### config.mk
export PLATFORM = sky130hd
export DESIGN_NAME = touch_grid_toggle_debounce_unit
export DESIGN_NICKNAME = d
export VERILOG_FILES = /design/src/tgtd_pkg.sv /design/src/tgtd_div.sv /design/src/tgtd_front.sv /design/src/tgtd_queue.sv /design/src/tgtd_back.sv /design/src/touch_grid_toggle_debounce_unit.sv
export SDC_FILE = /design/constraint.sdc
export NUM_CORES = 2
export LEC_CHECK = 0
export BUFFER_PORTS_ARGS = -buffer_cell sky130_fd_sc_hd__clkbuf_2
export CORE_MARGIN = 2
export CORE_UTILIZATION = 60
export CTS_CLUSTER_SIZE = 12
export DETAILED_ROUTE_END_ITERATION = 16
export GPL_TIMING_DRIVEN = 0
export PLACE_DENSITY = 0.77
export SLEW_MARGIN = 20
export SYNTH_ARGS = -nofsm -noshare
export SYNTH_HDL_FRONTEND = slang
export SYNTH_SLANG_ARGS = --single-unit
### constraint.sdc
create_clock -name clk -period 14.05 [get_ports clk]
set_input_delay 0.7025 -clock clk [delete_from_list [all_inputs] [get_ports clk]]
set_output_delay 0.7025 -clock clk [all_outputs]
set_load 0.05 [all_outputs]
### src/tgtd_pkg.sv
`timescale 1ns / 1ps

package tgtd_pkg;

    // Field widths
    localparam int SIZE_W   = 11;
    localparam int RAW_W    = 12;
    localparam int TIME_W   = 32;
    localparam int DEB_W    = 16;
    localparam int COIL_W   = 16;
    localparam int UNIT_W   = 8;
    localparam int BIDX_W   = 3;

    // Configuration port
    localparam int CFG_W     = 16;
    localparam int CFG_IDX_W = 3;

    localparam logic [CFG_IDX_W-1:0] CFG_SCREEN_WIDTH  = 3'd0;
    localparam logic [CFG_IDX_W-1:0] CFG_SCREEN_HEIGHT = 3'd1;
    localparam logic [CFG_IDX_W-1:0] CFG_DEBOUNCE_MS   = 3'd2;
    localparam logic [CFG_IDX_W-1:0] CFG_COIL_BASE     = 3'd3;
    localparam logic [CFG_IDX_W-1:0] CFG_SLAVE_UNIT    = 3'd4;

    localparam logic [SIZE_W-1:0] RST_SCREEN_WIDTH  = 11'd320;
    localparam logic [SIZE_W-1:0] RST_SCREEN_HEIGHT = 11'd240;
    localparam logic [DEB_W-1:0]  RST_DEBOUNCE_MS   = 16'd200;
    localparam logic [COIL_W-1:0] RST_COIL_BASE     = 16'd1001;
    localparam logic [UNIT_W-1:0] RST_SLAVE_UNIT    = 8'd11;

    // Stream payloads
    localparam int S_TDATA_W = 56;
    localparam int M_TDATA_W = 32;

endpackage

### src/tgtd_div.sv
`timescale 1ns / 1ps

// Restoring divider, two quotient bits per cycle.
module tgtd_div
#(
    parameter int DVD_W = 23,
    parameter int DVS_W = 16
)
(
    input  logic             clk,
    input  logic             rst_n,
    input  logic             start,
    input  logic [DVD_W-1:0] dividend,
    input  logic [DVS_W-1:0] divisor,
    output logic             done,
    output logic [DVD_W-1:0] quotient
);

    localparam int STEPS = (DVD_W + 1) / 2;
    localparam int PAD_W = 2 * STEPS;
    localparam int CNT_W = $clog2(STEPS + 1);

    logic [PAD_W-1:0] work_reg, work_next;
    logic [DVS_W-1:0] rem_reg, rem_next;
    logic [CNT_W-1:0] cnt_reg;
    logic             busy_reg;
    logic             done_reg;

    logic [DVS_W:0]   t0, t1;
    logic [DVS_W-1:0] r0;
    logic             q0, q1;

    always_comb
    begin
        t0 = {rem_reg, work_reg[PAD_W-1]};
        q0 = (t0 >= {1'b0, divisor});
        r0 = q0 ? DVS_W'(t0 - {1'b0, divisor}) : t0[DVS_W-1:0];
        t1 = {r0, work_reg[PAD_W-2]};
        q1 = (t1 >= {1'b0, divisor});
        rem_next  = q1 ? DVS_W'(t1 - {1'b0, divisor}) : t1[DVS_W-1:0];
        work_next = {work_reg[PAD_W-3:0], q0, q1};
    end

    always_ff @(posedge clk or negedge rst_n)
    begin
        if (!rst_n)
        begin
            cnt_reg  <= '0;
            busy_reg <= 1'b0;
            done_reg <= 1'b0;
        end
        else
        begin
            done_reg <= 1'b0;
            if (start)
            begin
                cnt_reg  <= CNT_W'(STEPS);
                busy_reg <= 1'b1;
            end
            else if (busy_reg)
            begin
                cnt_reg <= cnt_reg - CNT_W'(1);
                if (cnt_reg == CNT_W'(1))
                begin
                    busy_reg <= 1'b0;
                    done_reg <= 1'b1;
                end
            end
        end
    end

    always_ff @(posedge clk)
    begin
        if (start)
        begin
            work_reg <= PAD_W'(dividend);
            rem_reg  <= '0;
        end
        else if (busy_reg)
        begin
            work_reg <= work_next;
            rem_reg  <= rem_next;
        end
    end

    assign done     = done_reg;
    assign quotient = work_reg[DVD_W-1:0];

endmodule

### src/tgtd_front.sv
`timescale 1ns / 1ps

// Scale a touch sample to pixels and locate its grid cell.
module tgtd_front
    import tgtd_pkg::*;
#(
    parameter int COLS    = 4,
    parameter int ROWS    = 2,
    parameter int RAW_MAX = 4095,
    localparam int NUM    = COLS * ROWS,
    localparam int IDX_W  = (NUM > 1) ? $clog2(NUM) : 1,
    localparam int ENT_W  = 1 + IDX_W + TIME_W
)
(
    input  logic              clk,
    input  logic              rst_n,
    input  logic              in_valid,
    output logic              in_ready,
    input  logic              in_touched,
    input  logic [RAW_W-1:0]  in_raw_x,
    input  logic [RAW_W-1:0]  in_raw_y,
    input  logic [TIME_W-1:0] in_now,
    input  logic [SIZE_W-1:0] screen_width,
    input  logic [SIZE_W-1:0] screen_height,
    output logic              out_valid,
    input  logic              out_ready,
    output logic [ENT_W-1:0]  out_data
);

    localparam int COL_W  = (COLS > 1) ? $clog2(COLS) : 1;
    localparam int ROW_W  = (ROWS > 1) ? $clog2(ROWS) : 1;
    localparam int PROD_W = RAW_W + SIZE_W;

    // Scaling by reciprocal: floor(p/RAW_MAX) = (p*SM) >> (PROD_W+SL),
    // SM = ceil(2^(PROD_W+SL)/RAW_MAX), exact for every p below 2^PROD_W
    localparam int SL     = $clog2(RAW_MAX);
    localparam int SSH    = PROD_W + SL;
    localparam int SM_W   = PROD_W + 1;
    localparam int SMUL_W = PROD_W + SM_W;
    localparam int SQ_W   = SMUL_W - SSH;
    localparam logic [SM_W-1:0] SM =
        SM_W'(((64'd1 << SSH) + 64'(RAW_MAX) - 64'd1) / 64'(RAW_MAX));

    // Cell size by reciprocal: floor(s/d) = (s*m) >> (SIZE_W+l), m = ceil(2^(SIZE_W+l)/d)
    localparam int CL    = $clog2(COLS);
    localparam int RL    = $clog2(ROWS);
    localparam int CSH   = SIZE_W + CL;
    localparam int RSH   = SIZE_W + RL;
    localparam int CM_W  = CSH + 1;
    localparam int RM_W  = RSH + 1;
    localparam int CM    = ((2 ** CSH) + COLS - 1) / COLS;
    localparam int RM    = ((2 ** RSH) + ROWS - 1) / ROWS;

    localparam logic [2:0] F_IDLE      = 3'd0;
    localparam logic [2:0] F_SCALE_MUL = 3'd1;
    localparam logic [2:0] F_SCALE     = 3'd2;
    localparam logic [2:0] F_CELL_GO   = 3'd3;
    localparam logic [2:0] F_CELL      = 3'd4;
    localparam logic [2:0] F_PUSH      = 3'd5;

    logic [2:0]        state_reg, state_next;
    logic [PROD_W-1:0] prod_x_reg, prod_y_reg;
    logic [SQ_W-1:0]   sx_reg, sy_reg;
    logic [TIME_W-1:0] now_reg;
    logic [SIZE_W-1:0] px_reg, py_reg;
    logic [SIZE_W-1:0] cw_reg, ch_reg;
    logic              hit_reg;
    logic [IDX_W-1:0]  idx_reg;

    logic [SIZE_W-1:0]      top_x, top_y;
    logic [SIZE_W+CM_W-1:0] cw_prod;
    logic [SIZE_W+RM_W-1:0] ch_prod;
    logic [SMUL_W-1:0]      sx_mul, sy_mul;
    logic [SIZE_W-1:0]      col_q, row_q;
    logic                   col_done, row_done;
    logic [SIZE_W-1:0]      px_clamp, py_clamp;
    logic                   cell_hit;
    logic [IDX_W-1:0]       cell_idx;

    assign top_x   = screen_width - SIZE_W'(1);
    assign top_y   = screen_height - SIZE_W'(1);
    assign cw_prod = (SIZE_W+CM_W)'(screen_width) * (SIZE_W+CM_W)'(CM);
    assign ch_prod = (SIZE_W+RM_W)'(screen_height) * (SIZE_W+RM_W)'(RM);
    assign sx_mul  = SMUL_W'(prod_x_reg) * SMUL_W'(SM);
    assign sy_mul  = SMUL_W'(prod_y_reg) * SMUL_W'(SM);

    // Track cell size from configuration; settles long before it is used.
    always_ff @(posedge clk)
    begin
        cw_reg <= cw_prod[CSH +: SIZE_W];
        ch_reg <= ch_prod[RSH +: SIZE_W];
    end

    tgtd_div #(.DVD_W(SIZE_W), .DVS_W(SIZE_W)) u_cell_col
    (
        .clk      (clk),
        .rst_n    (rst_n),
        .start    (state_reg == F_CELL_GO),
        .dividend (px_reg),
        .divisor  (cw_reg),
        .done     (col_done),
        .quotient (col_q)
    );

    tgtd_div #(.DVD_W(SIZE_W), .DVS_W(SIZE_W)) u_cell_row
    (
        .clk      (clk),
        .rst_n    (rst_n),
        .start    (state_reg == F_CELL_GO),
        .dividend (py_reg),
        .divisor  (ch_reg),
        .done     (row_done),
        .quotient (row_q)
    );

    always_comb
    begin
        // Clamp scaled value to size-1
        px_clamp = (PROD_W'(sx_reg) > PROD_W'(top_x)) ? top_x : SIZE_W'(sx_reg);
        py_clamp = (PROD_W'(sy_reg) > PROD_W'(top_y)) ? top_y : SIZE_W'(sy_reg);
        cell_hit = (col_q < SIZE_W'(COLS)) && (row_q < SIZE_W'(ROWS));
        cell_idx = IDX_W'(row_q[ROW_W-1:0]) * IDX_W'(COLS) + IDX_W'(col_q[COL_W-1:0]);
    end

    always_comb
    begin
        state_next = state_reg;
        case (state_reg)
            F_IDLE:
            begin
                if (in_valid)
                    state_next = in_touched ? F_SCALE_MUL : F_PUSH;
            end
            F_SCALE_MUL: state_next = F_SCALE;
            F_SCALE:
            begin
                if (cw_reg == '0 || ch_reg == '0)
                    state_next = F_PUSH;
                else
                    state_next = F_CELL_GO;
            end
            F_CELL_GO: state_next = F_CELL;
            F_CELL:
            begin
                if (col_done && row_done)
                    state_next = F_PUSH;
            end
            F_PUSH:
            begin
                if (out_ready)
                    state_next = F_IDLE;
            end
            default: state_next = F_IDLE;
        endcase
    end

    always_ff @(posedge clk or negedge rst_n)
    begin
        if (!rst_n)
            state_reg <= F_IDLE;
        else
            state_reg <= state_next;
    end

    always_ff @(posedge clk)
    begin
        case (state_reg)
            F_IDLE:
            begin
                if (in_valid)
                begin
                    prod_x_reg <= PROD_W'(in_raw_x) * PROD_W'(top_x);
                    prod_y_reg <= PROD_W'(in_raw_y) * PROD_W'(top_y);
                    now_reg    <= in_now;
                    hit_reg    <= 1'b0;
                    idx_reg    <= '0;
                end
            end
            F_SCALE_MUL:
            begin
                sx_reg <= sx_mul[SSH +: SQ_W];
                sy_reg <= sy_mul[SSH +: SQ_W];
            end
            F_SCALE:
            begin
                px_reg <= px_clamp;
                py_reg <= py_clamp;
            end
            F_CELL:
            begin
                hit_reg <= cell_hit;
                idx_reg <= cell_idx;
            end
            default:
            begin
            end
        endcase
    end

    assign in_ready  = (state_reg == F_IDLE);
    assign out_valid = (state_reg == F_PUSH);
    assign out_data  = {hit_reg, idx_reg, now_reg};

endmodule

### src/tgtd_queue.sv
`timescale 1ns / 1ps

// Small register FIFO between the locate and toggle stages.
module tgtd_queue
#(
    parameter int W     = 36,
    parameter int DEPTH = 2
)
(
    input  logic         clk,
    input  logic         rst_n,
    input  logic         push_valid,
    output logic         push_ready,
    input  logic [W-1:0] push_data,
    output logic         pop_valid,
    input  logic         pop_ready,
    output logic [W-1:0] pop_data
);

    localparam int PTR_W = (DEPTH > 1) ? $clog2(DEPTH) : 1;
    localparam int CNT_W = $clog2(DEPTH + 1);

    logic [W-1:0]     slot_reg [DEPTH];
    logic [PTR_W-1:0] wr_ptr_reg, rd_ptr_reg;
    logic [CNT_W-1:0] count_reg;
    logic             do_push, do_pop;

    assign push_ready = (count_reg != CNT_W'(DEPTH));
    assign pop_valid  = (count_reg != '0);
    assign do_push    = push_valid && push_ready;
    assign do_pop     = pop_valid && pop_ready;
    assign pop_data   = slot_reg[rd_ptr_reg];

    always_ff @(posedge clk or negedge rst_n)
    begin
        if (!rst_n)
        begin
            wr_ptr_reg <= '0;
            rd_ptr_reg <= '0;
            count_reg  <= '0;
        end
        else
        begin
            if (do_push)
                wr_ptr_reg <= (wr_ptr_reg == PTR_W'(DEPTH - 1)) ? '0 : wr_ptr_reg + PTR_W'(1);
            if (do_pop)
                rd_ptr_reg <= (rd_ptr_reg == PTR_W'(DEPTH - 1)) ? '0 : rd_ptr_reg + PTR_W'(1);
            if (do_push && !do_pop)
                count_reg <= count_reg + CNT_W'(1);
            else if (do_pop && !do_push)
                count_reg <= count_reg - CNT_W'(1);
        end
    end

    always_ff @(posedge clk)
    begin
        if (do_push)
            slot_reg[wr_ptr_reg] <= push_data;
    end

endmodule

### src/tgtd_back.sv
`timescale 1ns / 1ps

// Debounce a located press, flip the button and build the coil write.
module tgtd_back
    import tgtd_pkg::*;
#(
    parameter int COLS   = 4,
    parameter int ROWS   = 2,
    localparam int NUM   = COLS * ROWS,
    localparam int IDX_W = (NUM > 1) ? $clog2(NUM) : 1,
    localparam int ENT_W = 1 + IDX_W + TIME_W
)
(
    input  logic              clk,
    input  logic              rst_n,
    input  logic              in_valid,
    output logic              in_ready,
    input  logic [ENT_W-1:0]  in_data,
    input  logic [DEB_W-1:0]  debounce_ms,
    input  logic [COIL_W-1:0] coil_base,
    input  logic [UNIT_W-1:0] slave_unit,
    output logic              out_valid,
    input  logic              out_ready,
    output logic              out_toggled,
    output logic [BIDX_W-1:0] out_index,
    output logic              out_state,
    output logic [COIL_W-1:0] out_coil,
    output logic [UNIT_W-1:0] out_unit,
    output logic              out_newly_on
);

    logic              btn_reg  [NUM];
    logic [TIME_W-1:0] last_reg [NUM];

    logic              out_valid_reg;
    logic              toggled_reg;
    logic [BIDX_W-1:0] index_reg;
    logic              state_reg;
    logic [COIL_W-1:0] coil_reg;
    logic [UNIT_W-1:0] unit_reg;

    logic              hit;
    logic [IDX_W-1:0]  idx;
    logic [TIME_W-1:0] now;
    logic [TIME_W-1:0] diff;
    logic              fire;
    logic              take;
    logic              flipped;

    assign {hit, idx, now} = in_data;
    assign in_ready = !out_valid_reg || out_ready;
    assign take     = in_valid && in_ready;

    always_comb
    begin
        diff    = now - last_reg[idx];
        // Toggle only on a forward, long enough gap
        fire    = hit && !diff[TIME_W-1] && (diff > TIME_W'(debounce_ms));
        flipped = !btn_reg[idx];
    end

    always_ff @(posedge clk or negedge rst_n)
    begin
        if (!rst_n)
        begin
            out_valid_reg <= 1'b0;
            for (int i = 0; i < NUM; i++)
            begin
                btn_reg[i]  <= 1'b0;
                last_reg[i] <= '0;
            end
        end
        else
        begin
            if (take)
                out_valid_reg <= 1'b1;
            else if (out_ready)
                out_valid_reg <= 1'b0;
            if (take && fire)
            begin
                btn_reg[idx]  <= flipped;
                last_reg[idx] <= now;
            end
        end
    end

    always_ff @(posedge clk)
    begin
        if (take)
        begin
            toggled_reg <= fire;
            index_reg   <= fire ? BIDX_W'(idx) : '0;
            state_reg   <= fire && flipped;
            coil_reg    <= fire ? coil_base + COIL_W'(idx) : '0;
            unit_reg    <= fire ? slave_unit : '0;
        end
    end

    assign out_valid    = out_valid_reg;
    assign out_toggled  = toggled_reg;
    assign out_index    = index_reg;
    assign out_state    = state_reg;
    assign out_coil     = coil_reg;
    assign out_unit     = unit_reg;
    assign out_newly_on = state_reg;

endmodule

### src/touch_grid_toggle_debounce_unit.sv
`timescale 1ns / 1ps

// Channel   Dir  Handshake          Payload
// s_*       in   s_tvalid/s_tready  touch sample: touched, raw X/Y, time stamp
// m_*       out  m_tvalid/m_tready  toggle report: button, state, coil, unit
// cfg_*     in   cfg_we             register write, no read-back
//
// A touched sample holds the locate stage from one accept to the next: the
// accept, a reciprocal multiply and clamp to scale X/Y, a start state, a
// pass of the cell dividers (11-bit dividend, two bits per cycle, then the
// done strobe) and a hand-over that waits while the queue is full.
// An untouched sample goes to the hand-over; zero-size cells skip the dividers.
// The toggle stage retires one request per cycle unless m_tready stalls it.
// A two-entry queue parts the stages, so a stalled m_tready holds only the
// toggle stage until the queue fills. Reset clears all button states and
// press times at once and loads the register defaults.
module touch_grid_toggle_debounce_unit
    import tgtd_pkg::*;
#(
    parameter int BUTTON_COLUMNS = 4,
    parameter int BUTTON_ROWS    = 2,
    parameter int RAW_MAX        = 4095
)
(
    input  logic                 clk,
    input  logic                 rst_n,

    input  logic                 s_tvalid,
    output logic                 s_tready,
    input  logic [S_TDATA_W-1:0] s_tdata,   // raw_x[11:0], raw_y[23:12], now_ms[55:24]
    input  logic                 s_tuser,   // touched

    output logic                 m_tvalid,
    input  logic                 m_tready,
    output logic [M_TDATA_W-1:0] m_tdata,   // button_index[2:0], new_state[3],
                                            // coil_address[19:4], unit_id_out[27:20],
                                            // newly_on[28], zero[31:29]
    output logic                 m_tuser,   // toggled

    input  logic                 cfg_we,
    input  logic [CFG_IDX_W-1:0] cfg_index,
    input  logic [CFG_W-1:0]     cfg_data
);

    localparam int NUM   = BUTTON_COLUMNS * BUTTON_ROWS;
    localparam int IDX_W = (NUM > 1) ? $clog2(NUM) : 1;
    localparam int ENT_W = 1 + IDX_W + TIME_W;

    // Configuration registers
    logic [SIZE_W-1:0] screen_width_reg;
    logic [SIZE_W-1:0] screen_height_reg;
    logic [DEB_W-1:0]  debounce_ms_reg;
    logic [COIL_W-1:0] coil_base_reg;
    logic [UNIT_W-1:0] slave_unit_reg;

    always_ff @(posedge clk or negedge rst_n)
    begin
        if (!rst_n)
        begin
            screen_width_reg  <= RST_SCREEN_WIDTH;
            screen_height_reg <= RST_SCREEN_HEIGHT;
            debounce_ms_reg   <= RST_DEBOUNCE_MS;
            coil_base_reg     <= RST_COIL_BASE;
            slave_unit_reg    <= RST_SLAVE_UNIT;
        end
        else if (cfg_we)
        begin
            // Drop writes to unknown indexes
            case (cfg_index)
                CFG_SCREEN_WIDTH:  screen_width_reg  <= cfg_data[SIZE_W-1:0];
                CFG_SCREEN_HEIGHT: screen_height_reg <= cfg_data[SIZE_W-1:0];
                CFG_DEBOUNCE_MS:   debounce_ms_reg   <= cfg_data[DEB_W-1:0];
                CFG_COIL_BASE:     coil_base_reg     <= cfg_data[COIL_W-1:0];
                CFG_SLAVE_UNIT:    slave_unit_reg    <= cfg_data[UNIT_W-1:0];
                default:
                begin
                end
            endcase
        end
    end

    // Locate stage -> queue -> toggle stage
    logic             loc_valid, loc_ready;
    logic [ENT_W-1:0] loc_data;
    logic             req_valid, req_ready;
    logic [ENT_W-1:0] req_data;

    logic              rep_toggled;
    logic [BIDX_W-1:0] rep_index;
    logic              rep_state;
    logic [COIL_W-1:0] rep_coil;
    logic [UNIT_W-1:0] rep_unit;
    logic              rep_newly_on;

    tgtd_front
    #(
        .COLS    (BUTTON_COLUMNS),
        .ROWS    (BUTTON_ROWS),
        .RAW_MAX (RAW_MAX)
    )
    u_front
    (
        .clk           (clk),
        .rst_n         (rst_n),
        .in_valid      (s_tvalid),
        .in_ready      (s_tready),
        .in_touched    (s_tuser),
        .in_raw_x      (s_tdata[11:0]),
        .in_raw_y      (s_tdata[23:12]),
        .in_now        (s_tdata[55:24]),
        .screen_width  (screen_width_reg),
        .screen_height (screen_height_reg),
        .out_valid     (loc_valid),
        .out_ready     (loc_ready),
        .out_data      (loc_data)
    );

    tgtd_queue #(.W(ENT_W), .DEPTH(2)) u_queue
    (
        .clk        (clk),
        .rst_n      (rst_n),
        .push_valid (loc_valid),
        .push_ready (loc_ready),
        .push_data  (loc_data),
        .pop_valid  (req_valid),
        .pop_ready  (req_ready),
        .pop_data   (req_data)
    );

    tgtd_back
    #(
        .COLS (BUTTON_COLUMNS),
        .ROWS (BUTTON_ROWS)
    )
    u_back
    (
        .clk          (clk),
        .rst_n        (rst_n),
        .in_valid     (req_valid),
        .in_ready     (req_ready),
        .in_data      (req_data),
        .debounce_ms  (debounce_ms_reg),
        .coil_base    (coil_base_reg),
        .slave_unit   (slave_unit_reg),
        .out_valid    (m_tvalid),
        .out_ready    (m_tready),
        .out_toggled  (rep_toggled),
        .out_index    (rep_index),
        .out_state    (rep_state),
        .out_coil     (rep_coil),
        .out_unit     (rep_unit),
        .out_newly_on (rep_newly_on)
    );

    // Pack the report, lowest field first
    assign m_tdata = {3'b000, rep_newly_on, rep_unit, rep_coil, rep_state, rep_index};
    assign m_tuser = rep_toggled;

endmodule

==> flow_summary.yaml <==
clock_network:
  hold_buffers: 0
  cts_htree_levels: 3
  cts_sinks: 638
  cts_buffers: 70
  cts_buffer_depth: 3
  cts_resized: 0
  cts.clk_slew.worst_paths_ns: 0.06
  worstSkewPairLatency_ns: 0.62
  cts_setup_buffers: 0
  tritoncts: "built"
  clockRootBuffer: "clkbuf_16"
global_routing:
  grt_pass1_wl_mm: 166
  grt_max_degree: 92
  grtUsageTotal_pct: 29.0
  grt-ovfl-total: 0
  grt_pass1_vias: 30200
  antenna_found_initial: 3
critical_path:
  reg2reg_from: "u_queue.rd_ptr_reg"
  arrival_ns: 9.61
  critPathKind: "flip-flop to flip-flop"
  cp.required_ns: 14.41
  critPathLaunch: "u_queue.rd_ptr_reg"
  crit_path_max_fanout: 10
  cp_slowest_cell: "nor3_4"
  worstSetupEndpointType: "flip-flop"
  reg2reg_slack_ns: 4.80
  max_stage_delay_ns: 0.85
  critPathLaunchType: "flip-flop"
  r2r_cells: 32
  r2r_end: "u_back.out_unit[3]"
detailed_routing:
  antenna_left: 0
  wl_per_cell_um: 20.9
  vias: 29300
  viasPerCell: 5.92
  first_pass_iters: 5
  drc: 0
  drt_iter0_markers: 2344
  finalWirelength_mm: 104
timing:
  grt_setup_unrepaired: "no"
  fmax_mhz: 108
  period_minus_slack_ns: 9.25
  report.final.hold_viol_count: 0
  relSlewSlack_pct: 22.6
  setup_viol: 0
  post-route-period-util_pct: 65.8
  worst_slew_pin_slew_ns: 1.16
  slew_violations: 0
  clock_skew_ns: 0.0231
  setup_tns_ns: 0
synthesis:
  synth_seq_cells: 638
  postSynthAreaPerCell_sq_um: 11.3
  synth_edf_count: 251
  yosysUniqueCellTypes: 85
  async_reset_ff_share_pct: 53.9
  yosys_most_used_dff: "dfrtp_1"
  yosys_warnings: 0
  yosysSeqAreaShare_pct: 40.1
  netlist_area_sq_mm: 0.0425
  synthCells: 3764
layout:
  largest_register_ffs: 256
  drive_gt1_share_pct: 16.5
  antenna_cells: 0
  syn2layout_area_growth_pct: 9.84
  layout_commonest_cell: "ha_1"
  layout.nets: 4646
  final_cell_mix: "ha_1, inv_1, dfrtp_1"
placement:
  place.gp.congestion: 0.885
  hpwl_mm: 76.7
  portBuffers: 112
die:
  die_area_sq_mm: 0.0730
  rows: 97
  die_y_um: 270
  dieWidth_um: 270
  io_pins: 116
  start_util_pct: 60.7
  core_area_sq_mm: 0.0700
status:
  status: "finished, final reports clean"
run:
  maxCapViolations: 0
min_path:
  worstHoldPathType: "primary input to asynchronous set/reset pin"
-- cell type report --
class	count	area, sq um
clock inverters	23	235
plain buffers	157	837
clock buffers	105	1970
flip-flops and latches	638	17000
well taps	940	1180
repair buffers	122	769
multi-input cells	2604	23300
fillers	5287	23300
inverters	367	1380
-- worst max path at each step --
| stage | end | slack (ns) | depth (start not counted) |
|---|---|---|---|
| finish | u_back.out_unit[3] | 4.80 | 32 |
| global route | u_back.out_unit[3] | 4.15 | 31 |
| CTS | u_back.out_unit[3] | 4.92 | 31 |
| detailed placement | u_back.out_unit[3] | 4.95 | 32 |
| global placement | u_back.last_reg[216] | 4.78 | 1 |
| floorplan | u_front.prod_x_reg[22] | 7.33 | 25 |
-- logic make-up after synthesis --
| group | Yosys count | share of synthesized area, % |
|---|---|---|
| fa+ha+maj | 605 | 21.1 |
| compound gates | 556 | 8.68 |
| buf+inv | 524 | 5.21 |
| xor+xnor | 130 | 2.68 |
| flops | 638 | 40.1 |
| mux | 360 | 11.1 |
| simple gates | 950 | 11.1 |
| other cells | 1 | 0.00882 |
-- per-stage QoR --
step | hold WS (ns) | utilization [%] | setup slack (ns) | instance area (sq um) | cells
floorplan | 0.368 | - | 7.33 | 42500 | 3766
global placement | 0.382 | 63.2 | 4.78 | 44200 | 4818
detailed placement | 0.393 | 63.5 | 4.95 | 44500 | 4828
CTS | 0.0290 | 66.7 | 4.92 | 46700 | 4956
global route | 0.0536 | 66.7 | 4.15 | 46700 | 4956
finish | 0.0308 | 66.7 | 4.80 | 46700 | 4956
-- synth_stat cells, drive strengths merged (7+ instances only) --
cell | count | area (sq um)
ha | 419 | 5240
inv | 366 | 1370
mux2 | 338 | 4500
dfrtp | 325 | 8130
nand2 | 313 | 1170
edfxtp | 251 | 7540
fa | 186 | 3720
nor2 | 173 | 709
a21oi | 156 | 803
o21ai | 119 | 596
and2 | 113 | 707
clkbuf | 104 | 390
xnor2 | 84 | 736
nor2b | 81 | 509
a22oi | 63 | 473
and3 | 55 | 345
nand3 | 54 | 270
buf | 53 | 447
xor2 | 46 | 403
dfxtp | 43 | 861
nor3 | 43 | 226
a221oi | 34 | 304
a21o | 31 | 233
a22o | 31 | 272
nand2b | 29 | 181
nand4 | 27 | 169
mux2i | 22 | 228
dfstp | 19 | 499
nor4 | 17 | 113
or3 | 15 | 93.8
a31oi | 13 | 96.3
o21a | 12 | 90.1
a211oi | 10 | 80.1
a21boi | 9 | 67.6
o211ai | 8 | 65.1
o21bai | 8 | 60.1
o22ai | 7 | 43.8
-- per-layer routing --
layer  track usage, %  vias to the layer above  share of wire, %
met5                0                        -                 0
met4             10.5                        0               3.5
met3             4.81                      196               6.8
met2             47.4                      948                47
met1             39.1                    14700                42
li1                 -                    13500                 -
-- worst max-delay path: cells and delay by family, from the launching register on --
family	cells	cell delay [ns]
adder cells (fa/ha/maj)	2	0.56
multiplexers	1	0.45
AO/OA/AOI/OAI	11	1.90
XOR/XNOR	1	0.16
AND/OR/NAND/NOR	11	2.71
flip-flops	1	0.33
buffers and inverters	6	2.85
Power is not shown: default switching activity piles up to over one toggle a cycle in this logic, so the estimate is an artifact.
